File: src/rcfd_pkg.sv
// Package for the RC channel frame decoder: phase codes, frame constants,
// register indexes and the command/status structs between controller and datapath.
// Used by rcfd_ctrl, rcfd_datapath and rc_channel_frame_decoder_core.
package rcfd_pkg;

   localparam int CHANNEL_COUNT    = 16;
   localparam int MAX_FRAME_LENGTH = 62;
   localparam int PAYLOAD_BYTES    = 22;
   localparam int RAW_WIDTH        = 11;
   localparam int PAYLOAD_WIDTH    = PAYLOAD_BYTES * 8;

   localparam logic [7:0]  SYNC_BYTE     = 8'hC8;
   localparam logic [7:0]  RC_TYPE       = 8'h16;
   localparam logic [5:0]  RC_MIN_LENGTH = 6'd23;
   localparam logic [11:0] RAW_CENTRE    = 12'd992;
   localparam logic [10:0] FULL_SCALE    = 11'd819;
   localparam logic [14:0] AXIS_ONE      = 15'd16384;

   localparam logic CSR_SWITCH_THRESHOLD = 1'b0;
   localparam logic CSR_BUTTON_MASK      = 1'b1;

   localparam logic [14:0] THRESHOLD_RESET = 15'd8192;
   localparam logic [15:0] MASK_RESET      = 16'hFFF0;

   typedef enum logic [1:0] {
      PH_HUNT,
      PH_LENGTH,
      PH_BODY,
      PH_EMIT
   } phase_type;

   typedef struct packed {
      logic load_length;
      logic store_byte;
      logic issue;
   } ctl_cmd_type;

   typedef struct packed {
      logic sync_seen;
      logic length_ok;
      logic frame_end;
      logic rc_frame;
      logic issue_free;
      logic issue_last;
   } ctl_status_type;

endpackage

File: src/rc_channel_frame_decoder_core.sv
// Top level of the RC channel frame decoder: joins the parsing controller and
// the datapath. Depends on rcfd_pkg, rcfd_ctrl and rcfd_datapath.
//
//   Port group   Direction   Carries
//   req_         in          one received byte per transfer
//   rsp_         out         one decoded channel per transfer, sixteen per RC frame
//   csr_         in          switch threshold (index 0) and button mask (index 1)
//
// Bytes are taken one per cycle while hunting, reading the length and collecting
// the frame body. When a valid RC frame ends, req_stall is held high while the
// sixteen channels are issued from the payload shift store, one per cycle while
// rsp_stall does not hold the two-stage output pipeline.
// The last channels drain through that pipeline while new bytes are taken.
// Reset is synchronous: the parser hunts for sync, threshold 8192, mask 0xFFF0.
module rc_channel_frame_decoder_core (
   input  logic               clock,
   input  logic               reset,
   input  logic               req_valid,
   output logic               req_stall,
   input  logic [7:0]         req_byte_value,
   output logic               rsp_valid,
   input  logic               rsp_stall,
   output logic [3:0]         rsp_channel_index,
   output logic [10:0]        rsp_raw_value,
   output logic signed [15:0] rsp_axis_value,
   output logic               rsp_is_button,
   output logic               rsp_pressed,
   output logic               rsp_last,
   input  logic               csr_write_enable,
   input  logic               csr_index,
   input  logic [15:0]        csr_write_data
);

   rcfd_pkg::ctl_cmd_type    cmd;
   rcfd_pkg::ctl_status_type status;

   rcfd_ctrl u_ctrl (
      .clock     (clock),
      .reset     (reset),
      .req_valid (req_valid),
      .req_stall (req_stall),
      .status    (status),
      .cmd       (cmd)
   );

   rcfd_datapath u_datapath (
      .clock             (clock),
      .reset             (reset),
      .req_byte_value    (req_byte_value),
      .cmd               (cmd),
      .status            (status),
      .csr_write_enable  (csr_write_enable),
      .csr_index         (csr_index),
      .csr_write_data    (csr_write_data),
      .rsp_valid         (rsp_valid),
      .rsp_stall         (rsp_stall),
      .rsp_channel_index (rsp_channel_index),
      .rsp_raw_value     (rsp_raw_value),
      .rsp_axis_value    (rsp_axis_value),
      .rsp_is_button     (rsp_is_button),
      .rsp_pressed       (rsp_pressed),
      .rsp_last          (rsp_last)
   );

endmodule

File: src/rcfd_ctrl.sv
// Frame parsing controller: hunts for sync, takes the length, counts the body
// and sequences the channel issue. Depends on rcfd_pkg.
module rcfd_ctrl (
   input  logic                    clock,
   input  logic                    reset,
   input  logic                    req_valid,
   output logic                    req_stall,
   input  rcfd_pkg::ctl_status_type status,
   output rcfd_pkg::ctl_cmd_type    cmd
);

   rcfd_pkg::phase_type phase_ff;
   rcfd_pkg::phase_type phase_in;
   logic                accepted;

   always_ff @(posedge clock) begin
      if (reset) begin
         phase_ff <= rcfd_pkg::PH_HUNT;
      end else begin
         phase_ff <= phase_in;
      end
   end

   always_comb begin
      req_stall       = (phase_ff == rcfd_pkg::PH_EMIT);
      accepted        = req_valid && !req_stall;
      cmd.load_length = 1'b0;
      cmd.store_byte  = 1'b0;
      cmd.issue       = 1'b0;
      phase_in        = phase_ff;
      case (phase_ff)
         rcfd_pkg::PH_HUNT: begin
            if (accepted && status.sync_seen) begin
               phase_in = rcfd_pkg::PH_LENGTH;
            end
         end
         rcfd_pkg::PH_LENGTH: begin
            if (accepted) begin
               if (status.length_ok) begin
                  cmd.load_length = 1'b1;
                  phase_in        = rcfd_pkg::PH_BODY;
               end else begin
                  phase_in = rcfd_pkg::PH_HUNT;
               end
            end
         end
         rcfd_pkg::PH_BODY: begin
            if (accepted) begin
               cmd.store_byte = 1'b1;
               if (status.frame_end) begin
                  phase_in = status.rc_frame ? rcfd_pkg::PH_EMIT : rcfd_pkg::PH_HUNT;
               end
            end
         end
         rcfd_pkg::PH_EMIT: begin
            cmd.issue = 1'b1;
            // The last channel leaves for the pipeline in this cycle.
            if (status.issue_free && status.issue_last) begin
               phase_in = rcfd_pkg::PH_HUNT;
            end
         end
         default: begin
            phase_in = rcfd_pkg::PH_HUNT;
         end
      endcase
   end

endmodule

File: src/rcfd_datapath.sv
// Datapath: length and byte counters, payload shift store, configuration
// registers and the two-stage channel scaling pipeline. Depends on rcfd_pkg.
module rcfd_datapath (
   input  logic                    clock,
   input  logic                    reset,
   input  logic [7:0]              req_byte_value,
   input  rcfd_pkg::ctl_cmd_type    cmd,
   output rcfd_pkg::ctl_status_type status,
   input  logic                    csr_write_enable,
   input  logic                    csr_index,
   input  logic [15:0]             csr_write_data,
   output logic                    rsp_valid,
   input  logic                    rsp_stall,
   output logic [3:0]              rsp_channel_index,
   output logic [10:0]             rsp_raw_value,
   output logic signed [15:0]      rsp_axis_value,
   output logic                    rsp_is_button,
   output logic                    rsp_pressed,
   output logic                    rsp_last
);

   logic [5:0]                          length_ff;
   logic [5:0]                          count_ff;
   logic [5:0]                          count_next;
   logic [7:0]                          type_ff;
   logic [7:0]                          type_now;
   logic [rcfd_pkg::PAYLOAD_WIDTH-1:0]  payload_ff;
   logic [14:0]                         threshold_ff;
   logic [15:0]                         mask_ff;
   logic [3:0]                          channel_ff;

   // Stage A: channel offset from centre as sign and magnitude.
   logic                                a_valid_ff;
   logic [3:0]                          a_channel_ff;
   logic [10:0]                         a_raw_ff;
   logic                                a_neg_ff;
   logic [10:0]                         a_mag_ff;
   logic                                a_button_ff;

   logic                                out_valid_ff;
   logic [3:0]                          out_channel_ff;
   logic [10:0]                         out_raw_ff;
   logic signed [15:0]                  out_axis_ff;
   logic                                out_button_ff;
   logic                                out_pressed_ff;
   logic                                out_last_ff;

   logic                                out_load;
   logic                                a_free;
   logic                                issue_fire;
   logic [10:0]                         raw_now;
   logic [11:0]                         offset;
   logic [10:0]                         mag_now;
   logic [12:0]                         round_term;
   logic [2:0]                          frac;
   logic [14:0]                         quotient;
   logic signed [15:0]                  axis_now;

   assign count_next = count_ff + 6'd1;
   assign type_now   = (count_ff == 6'd0) ? req_byte_value : type_ff;

   always_comb begin
      status.sync_seen  = (req_byte_value == rcfd_pkg::SYNC_BYTE);
      status.length_ok  = (req_byte_value != 8'd0) &&
                          (req_byte_value <= 8'(rcfd_pkg::MAX_FRAME_LENGTH));
      status.frame_end  = (count_next >= length_ff);
      status.rc_frame   = (type_now == rcfd_pkg::RC_TYPE) &&
                          (length_ff >= rcfd_pkg::RC_MIN_LENGTH);
      status.issue_free = a_free;
      status.issue_last = (channel_ff == 4'(rcfd_pkg::CHANNEL_COUNT - 1));
   end

   assign out_load   = !out_valid_ff || !rsp_stall;
   assign a_free     = !a_valid_ff || out_load;
   assign issue_fire = cmd.issue && a_free;

   // Frame bookkeeping.
   always_ff @(posedge clock) begin
      if (reset) begin
         length_ff <= 6'd0;
         count_ff  <= 6'd0;
         type_ff   <= 8'd0;
      end else if (cmd.load_length) begin
         length_ff <= req_byte_value[5:0];
         count_ff  <= 6'd0;
      end else if (cmd.store_byte) begin
         count_ff <= count_next;
         if (count_ff == 6'd0) begin
            type_ff <= req_byte_value;
         end
      end
   end

   // Payload bytes land in their own lane; during the issue the store shifts
   // down one channel per transfer into stage A.
   always_ff @(posedge clock) begin
      if (issue_fire) begin
         payload_ff <= {{rcfd_pkg::RAW_WIDTH{1'b0}},
                        payload_ff[rcfd_pkg::PAYLOAD_WIDTH-1:rcfd_pkg::RAW_WIDTH]};
      end else if (cmd.store_byte) begin
         for (int k = 0; k < rcfd_pkg::PAYLOAD_BYTES; k++) begin
            if (count_ff == 6'(k + 1)) begin
               payload_ff[8*k +: 8] <= req_byte_value;
            end
         end
      end
   end

   always_ff @(posedge clock) begin
      if (reset) begin
         threshold_ff <= rcfd_pkg::THRESHOLD_RESET;
         mask_ff      <= rcfd_pkg::MASK_RESET;
      end else if (csr_write_enable) begin
         case (csr_index)
            rcfd_pkg::CSR_SWITCH_THRESHOLD: threshold_ff <= csr_write_data[14:0];
            rcfd_pkg::CSR_BUTTON_MASK:      mask_ff      <= csr_write_data;
            default:                        mask_ff      <= mask_ff;
         endcase
      end
   end

   assign raw_now = payload_ff[rcfd_pkg::RAW_WIDTH-1:0];
   assign offset  = {1'b0, raw_now} - rcfd_pkg::RAW_CENTRE;
   assign mag_now = offset[11] ? 11'(-offset) : offset[10:0];

   always_ff @(posedge clock) begin
      if (reset) begin
         channel_ff <= 4'd0;
         a_valid_ff <= 1'b0;
      end else begin
         if (issue_fire) begin
            channel_ff <= channel_ff + 4'd1;
         end
         if (a_free) begin
            a_valid_ff <= issue_fire;
         end
      end
   end

   always_ff @(posedge clock) begin
      if (issue_fire) begin
         a_channel_ff <= channel_ff;
         a_raw_ff     <= raw_now;
         a_neg_ff     <= offset[11];
         a_mag_ff     <= mag_now;
         a_button_ff  <= mask_ff[channel_ff];
      end
   end

   // 16384/819 is 20 + 4/819, so the rounded quotient is 20*mag plus a small
   // correction that a few compares give; offsets of 819 and more clamp to one.
   always_comb begin
      round_term = {a_mag_ff, 2'b00} + 13'd409;
      if (round_term >= 13'd3276) begin
         frac = 3'd4;
      end else if (round_term >= 13'd2457) begin
         frac = 3'd3;
      end else if (round_term >= 13'd1638) begin
         frac = 3'd2;
      end else if (round_term >= 13'd819) begin
         frac = 3'd1;
      end else begin
         frac = 3'd0;
      end
      if (a_mag_ff >= rcfd_pkg::FULL_SCALE) begin
         quotient = rcfd_pkg::AXIS_ONE;
      end else begin
         quotient = {1'b0, a_mag_ff[9:0], 4'b0000} + {3'b000, a_mag_ff[9:0], 2'b00}
                    + {12'd0, frac};
      end
      axis_now = a_neg_ff ? -$signed({1'b0, quotient}) : $signed({1'b0, quotient});
   end

   always_ff @(posedge clock) begin
      if (reset) begin
         out_valid_ff <= 1'b0;
      end else if (out_load) begin
         out_valid_ff <= a_valid_ff;
      end
   end

   always_ff @(posedge clock) begin
      if (out_load && a_valid_ff) begin
         out_channel_ff <= a_channel_ff;
         out_raw_ff     <= a_raw_ff;
         out_axis_ff    <= axis_now;
         out_button_ff  <= a_button_ff;
         out_pressed_ff <= a_button_ff &&
                           (axis_now > $signed({threshold_ff[14], threshold_ff}));
         out_last_ff    <= (a_channel_ff == 4'(rcfd_pkg::CHANNEL_COUNT - 1));
      end
   end

   assign rsp_valid         = out_valid_ff;
   assign rsp_channel_index = out_channel_ff;
   assign rsp_raw_value     = out_raw_ff;
   assign rsp_axis_value    = out_axis_ff;
   assign rsp_is_button     = out_button_ff;
   assign rsp_pressed       = out_pressed_ff;
   assign rsp_last          = out_last_ff;

endmodule
File: config.mk
export PLATFORM = sky130hd
export DESIGN_NAME = rc_channel_frame_decoder_core
export DESIGN_NICKNAME = d
export VERILOG_FILES = /design/src/rcfd_pkg.sv /design/src/rc_channel_frame_decoder_core.sv /design/src/rcfd_ctrl.sv /design/src/rcfd_datapath.sv
export SDC_FILE = /design/constraint.sdc
export NUM_CORES = 1
export LEC_CHECK = 0
export BUFFER_PORTS_ARGS = -buffer_cell sky130_fd_sc_hd__buf_2
export CAP_MARGIN = 5
export CELL_PAD_IN_SITES_DETAIL_PLACEMENT = 0
export CELL_PAD_IN_SITES_GLOBAL_PLACEMENT = 1
export CORE_MARGIN = 1
export CORE_UTILIZATION = 54
export DETAILED_ROUTE_END_ITERATION = 7
export GPL_TIMING_DRIVEN = 1
export PLACE_DENSITY = 0.89
export SLEW_MARGIN = 5
export SYNTH_ARGS = -nofsm -noshare
export SYNTH_HDL_FRONTEND = slang
export SYNTH_SLANG_ARGS = --single-unit
File: constraint.sdc
create_clock -name clock -period 17 [get_ports clock]
set_clock_uncertainty 0.05 [all_clocks]
set_input_delay 0.85 -clock clock [delete_from_list [all_inputs] [get_ports clock]]
set_output_delay 0.85 -clock clock [all_outputs]
set_load 0.005 [all_outputs]
==> impl_results.md <==
- Status: finished, final reports clean
- Total number of clock tree sinks: 296
- Number of hold-repair buffers added at the cts stage: 0
- Average routed wire per standard cell: 18.0 µm
- Placement Setup Slack: 11.06 ns
- Cell Chain, Critical Path: inv_1 -> ha_1 -> and3b_1 -> or3_2 -> nand2_1 -> a41oi_2 -> and2_1 -> ha_1 -> ha_1 -> xnor2_1 -> nand2_1 -> nor2_1 -> o211ai_1 -> o41ai_1 -> nand2b_1 -> xnor2_1 -> ha_1 -> and4_1 -> a221oi_1 -> o2111ai_1 -> o311a_1
- Weighted congestion reported at the end of routability-driven placement: 0.863
- Area added between synthesis and finish: 11.0%
- Wire length of the first global-routing pass: 45500 µm
- Maximum number of pins on one net before global-route repair: 117
- Biggest area contributors in the synthesized netlist: sky130_fd_sc_hd__edfxtp_1, sky130_fd_sc_hd__dfxtp_1, sky130_fd_sc_hd__a21o_1
- Detailed Routing Iterations Pass 1: 5
- Worst setup EP type: register
- Period utilization: 35.3%
- Switching share of total power: 20.4%
- Die Area: 26300 µm²
- Aggregate negative setup slack: 0 ns
- Clock transition at path regs: 0.07 ns
- Buffers on Ports: 65
- Req. time, crit path: 17.24 ns
- Antenna violations before repair: 0
- Die Span X: 162 µm
- Standard cell core area: 25200 µm²
- Post CTS Setup Buffer Count: 0
- Die height: 162 µm
- Number of CTS-inserted buffers: 30
- Biggest area consumer among synthesized cells: sky130_fd_sc_hd__edfxtp_1
- Flops & latches, synth: 296
- Part of the power in the clock network: 43.4%
- Clock tree from TritonCTS: yes
- Max VDD drop: 0.0760 mV
- Register-to-register setup slack: 11.00 ns
- FFs w/ async S/R, synth: 0%
- Syn Nets: 1247
- Site row count: 58
- Final hold violation count: 0
- Detailed-route wire length: 28100 µm
- Layout cell share with drive strength beyond 1: 12.5%
- DR vias: 9077
- Clk buf depth: 3
- Post-synthesis cell type count: 73
- Global Route Usage Sum: 21.7%
- Clock Latency Late Sink: 0.56 ns
- Leakage: 6.22 nW
- Maximum operating frequency: 167 MHz
- Unrepaired setup endpoints after global routing: false
- Buffers and inverters on the worst path: 1
- Min Tclk post-route: 6.00 ns
- Final nets: 1284
- Register share of total power: 53.2%
- Post-placement cell count: 1507
- Gate count after technology mapping: 1172
- Detailed-placement wirelength estimate: 18300 µm
- Type of the most critical hold path: reg -> reg
- Number of global-route vias before repair: 8785
- Internal: 0.00117 W
- Ratio of routed vias to standard cells: 5.81
- Most frequent cell on the critical path: sky130_fd_sc_hd__ha_1
- Startpoint-to-endpoint class of the critical path: reg -> reg
- Io pins: 66
- Residual DRC count: 0
- Starting utilization of the core area: 54.9%
- CP Max Fanout: 18
- Worst-Margin Slew: 1.19 ns
- # fillers: 2045
- Yosys Warn Count: 0
- Top FF cell, synth: sky130_fd_sc_hd__edfxtp_1
- Final-layout worst hold slack: 0.374 ns
- Seq/Total Area, Yosys: 59.2%
- Total power per unit cell area: 95.6 nW/µm²
- Count of flip-flops with a built-in enable after synthesis: 226
- Cell class contributing the biggest share of worst-path delay: simple AND/OR/NAND/NOR gates
- Top cell type's share of synthesized area: 49.1%
- Net switching power of the design: 0.000299 W
- Drt first-iter violations: 619
- Overflow left after global routing: 0
- Avg Synthesized Cell Area: 11.8 µm²
- Normalized max-slew margin: 19.7%
- Number of nets still failing antenna checks after routing: 0
- Synth Cell Area: 13800 µm²
- Arr. time, crit path: 6.24 ns
- Max Cap Violations: 0
- Share of power burned in combinational logic: 3.5%
- Final worst setup slack: 11.00 ns
- Critical-path top delay cell: sky130_fd_sc_hd__o41ai_1
- H-tree depth reported by CTS: 1
- Slowest cell delay on critical path: 0.71 ns
- Max-slew violation count: 0
- Clock tree root driver cell: sky130_fd_sc_hd__clkbuf_16
- Non-filler cells, final: 1563
- Antenna diode count: 0
- Gates resized, CTS repair: 0
- Startpoint class of the critical path: register
- Endpoints failing setup: 0
-- worst register-to-register path, cell delays in order, from the launching register on --
cell and delay, ns:
sky130_fd_sc_hd__edfxtp_1 0.61, sky130_fd_sc_hd__inv_1 0.18, sky130_fd_sc_hd__ha_1 0.28, sky130_fd_sc_hd__and3b_1 0.31
sky130_fd_sc_hd__or3_2 0.50, sky130_fd_sc_hd__nand2_1 0.10, sky130_fd_sc_hd__a41oi_2 0.14, sky130_fd_sc_hd__and2_1 0.23
sky130_fd_sc_hd__ha_1 0.22, sky130_fd_sc_hd__ha_1 0.24, sky130_fd_sc_hd__xnor2_1 0.26, sky130_fd_sc_hd__nand2_1 0.13
sky130_fd_sc_hd__nor2_1 0.18, sky130_fd_sc_hd__o211ai_1 0.21, sky130_fd_sc_hd__o41ai_1 0.71, sky130_fd_sc_hd__nand2b_1 0.21
sky130_fd_sc_hd__xnor2_1 0.16, sky130_fd_sc_hd__ha_1 0.29, sky130_fd_sc_hd__and4_1 0.21, sky130_fd_sc_hd__a221oi_1 0.27
sky130_fd_sc_hd__o2111ai_1 0.13, sky130_fd_sc_hd__o311a_1 0.13
-- state kept, by name, indices dropped and copies added, names as in the netlist, 2 cells and up --
register / flops
u_datapath.rsp_axis_value: 16
u_datapath.mask_ff: 16
u_datapath.a_mag_ff: 11
u_datapath.a_channel_ff: 4
u_datapath.a_raw_ff: 10
u_datapath.payload_ff: 176
u_ctrl.phase_ff: 2
u_datapath.rsp_channel_index: 4
u_datapath.type_ff: 8
u_datapath.threshold_ff: 15
u_datapath.rsp_raw_value: 11
u_datapath.channel_ff: 4
u_datapath.count_ff: 6
u_datapath.length_ff: 6
-- Yosys cell counts, types with 19 or more instances --
master	n
sky130_fd_sc_hd__edfxtp_1	226
sky130_fd_sc_hd__a21o_1	179
sky130_fd_sc_hd__nand2_1	108
sky130_fd_sc_hd__dfxtp_1	70
sky130_fd_sc_hd__clkbuf_1	66
sky130_fd_sc_hd__nor2_1	59
sky130_fd_sc_hd__a21oi_1	57
sky130_fd_sc_hd__ha_1	45
sky130_fd_sc_hd__o21ai_0	39
sky130_fd_sc_hd__inv_1	34
sky130_fd_sc_hd__nand3_1	29
sky130_fd_sc_hd__xnor2_1	21
sky130_fd_sc_hd__xor2_1	19
-- final cells by class --
class	instances	area (µm²)	area share (%)
inverters	34	133	0.864
repair buffers	86	483	3.15
well taps	330	413	2.69
flip-flops and latches	296	8190	53.3
multi-input cells	761	5170	33.7
clock inverters	13	104	0.676
clock buffers	43	862	5.62
-- path summary, 6_finish.rpt --
path                            cells after the start                           to                   start
worst min-delay path                                0  u_datapath.rsp_raw_value[2]  u_datapath.a_raw_ff[2]
worst max register to register                     21       u_datapath.rsp_pressed  u_datapath.a_mag_ff[1]
worst max-delay path                               21       u_datapath.rsp_pressed  u_datapath.a_mag_ff[1]
worst min register to register                      0  u_datapath.rsp_raw_value[2]  u_datapath.a_raw_ff[2]
-- cells in the final DEF, fill, tap and decap left out, types with 32 or more instances in the layout --
| master | n |
|---|---|
| sky130_fd_sc_hd__ha_1 | 45 |
| sky130_fd_sc_hd__edfxtp_1 | 226 |
| sky130_fd_sc_hd__a21o_1 | 179 |
| sky130_fd_sc_hd__a21oi_1 | 57 |
| sky130_fd_sc_hd__buf_2 | 65 |
| sky130_fd_sc_hd__o21ai_0 | 39 |
| sky130_fd_sc_hd__clkbuf_16 | 32 |
| sky130_fd_sc_hd__nand2_1 | 108 |
| sky130_fd_sc_hd__dfxtp_1 | 70 |
| sky130_fd_sc_hd__nor2_1 | 59 |
| sky130_fd_sc_hd__inv_1 | 33 |
-- power groups by stage --
stage / clock [W] / combinational [W] / sequential (W)
after global routing: 0.000676 / 0.0000562 / 0.000781
after global placement: 0 / 0.0000493 / 0.000796
after detailed placement: 0 / 0.0000507 / 0.000796
after CTS: 0.000647 / 0.0000514 / 0.000780
final: 0.000636 / 0.0000507 / 0.000781
after floorplan: 0 / 0.0000340 / 0.000795
-- stage by stage --
stage | cell area [µm²] | total power (W) | utilization [%]
final | 15400 | 0.00147 | 61.0
after CTS | 15400 | 0.00148 | 61.0
after detailed placement | 14400 | 0.000847 | 57.1
after floorplan | 13800 | 0.000829 | -
after global routing | 15400 | 0.00151 | 61.0
after global placement | 14400 | 0.000845 | 57.1
-- logic make-up (layout without fill, tap and decap cells) --
group                      Yosys count  in the layout  share of synthesized area (%)
AOI/OAI and AO/OA                  358            358                           18.2
DFF                                296            296                           59.2
and+or+nand+nor                    295            295                           10.2
buffers and inverters              115            176                           3.62
adders and majority gates           45             45                           4.07
xor gates and xnor gates            40             40                           2.53
muxes                               23             23                           2.12
-- per-layer routing --
| layer | track usage [%] | wire, µm | vias to the layer above |
|---|---|---|---|
| li1 | - | - | 4397 |
| met2 | 34.8 | 13400 | 207 |
| met3 | 2.45 | 1230 | 43 |
| met1 | 31.1 | 13000 | 4430 |
| met4 | 6.39 | 527 | 0 |
| met5 | 0 | 0 | - |
No activity file was read; power rests on OpenSTA's default activity.
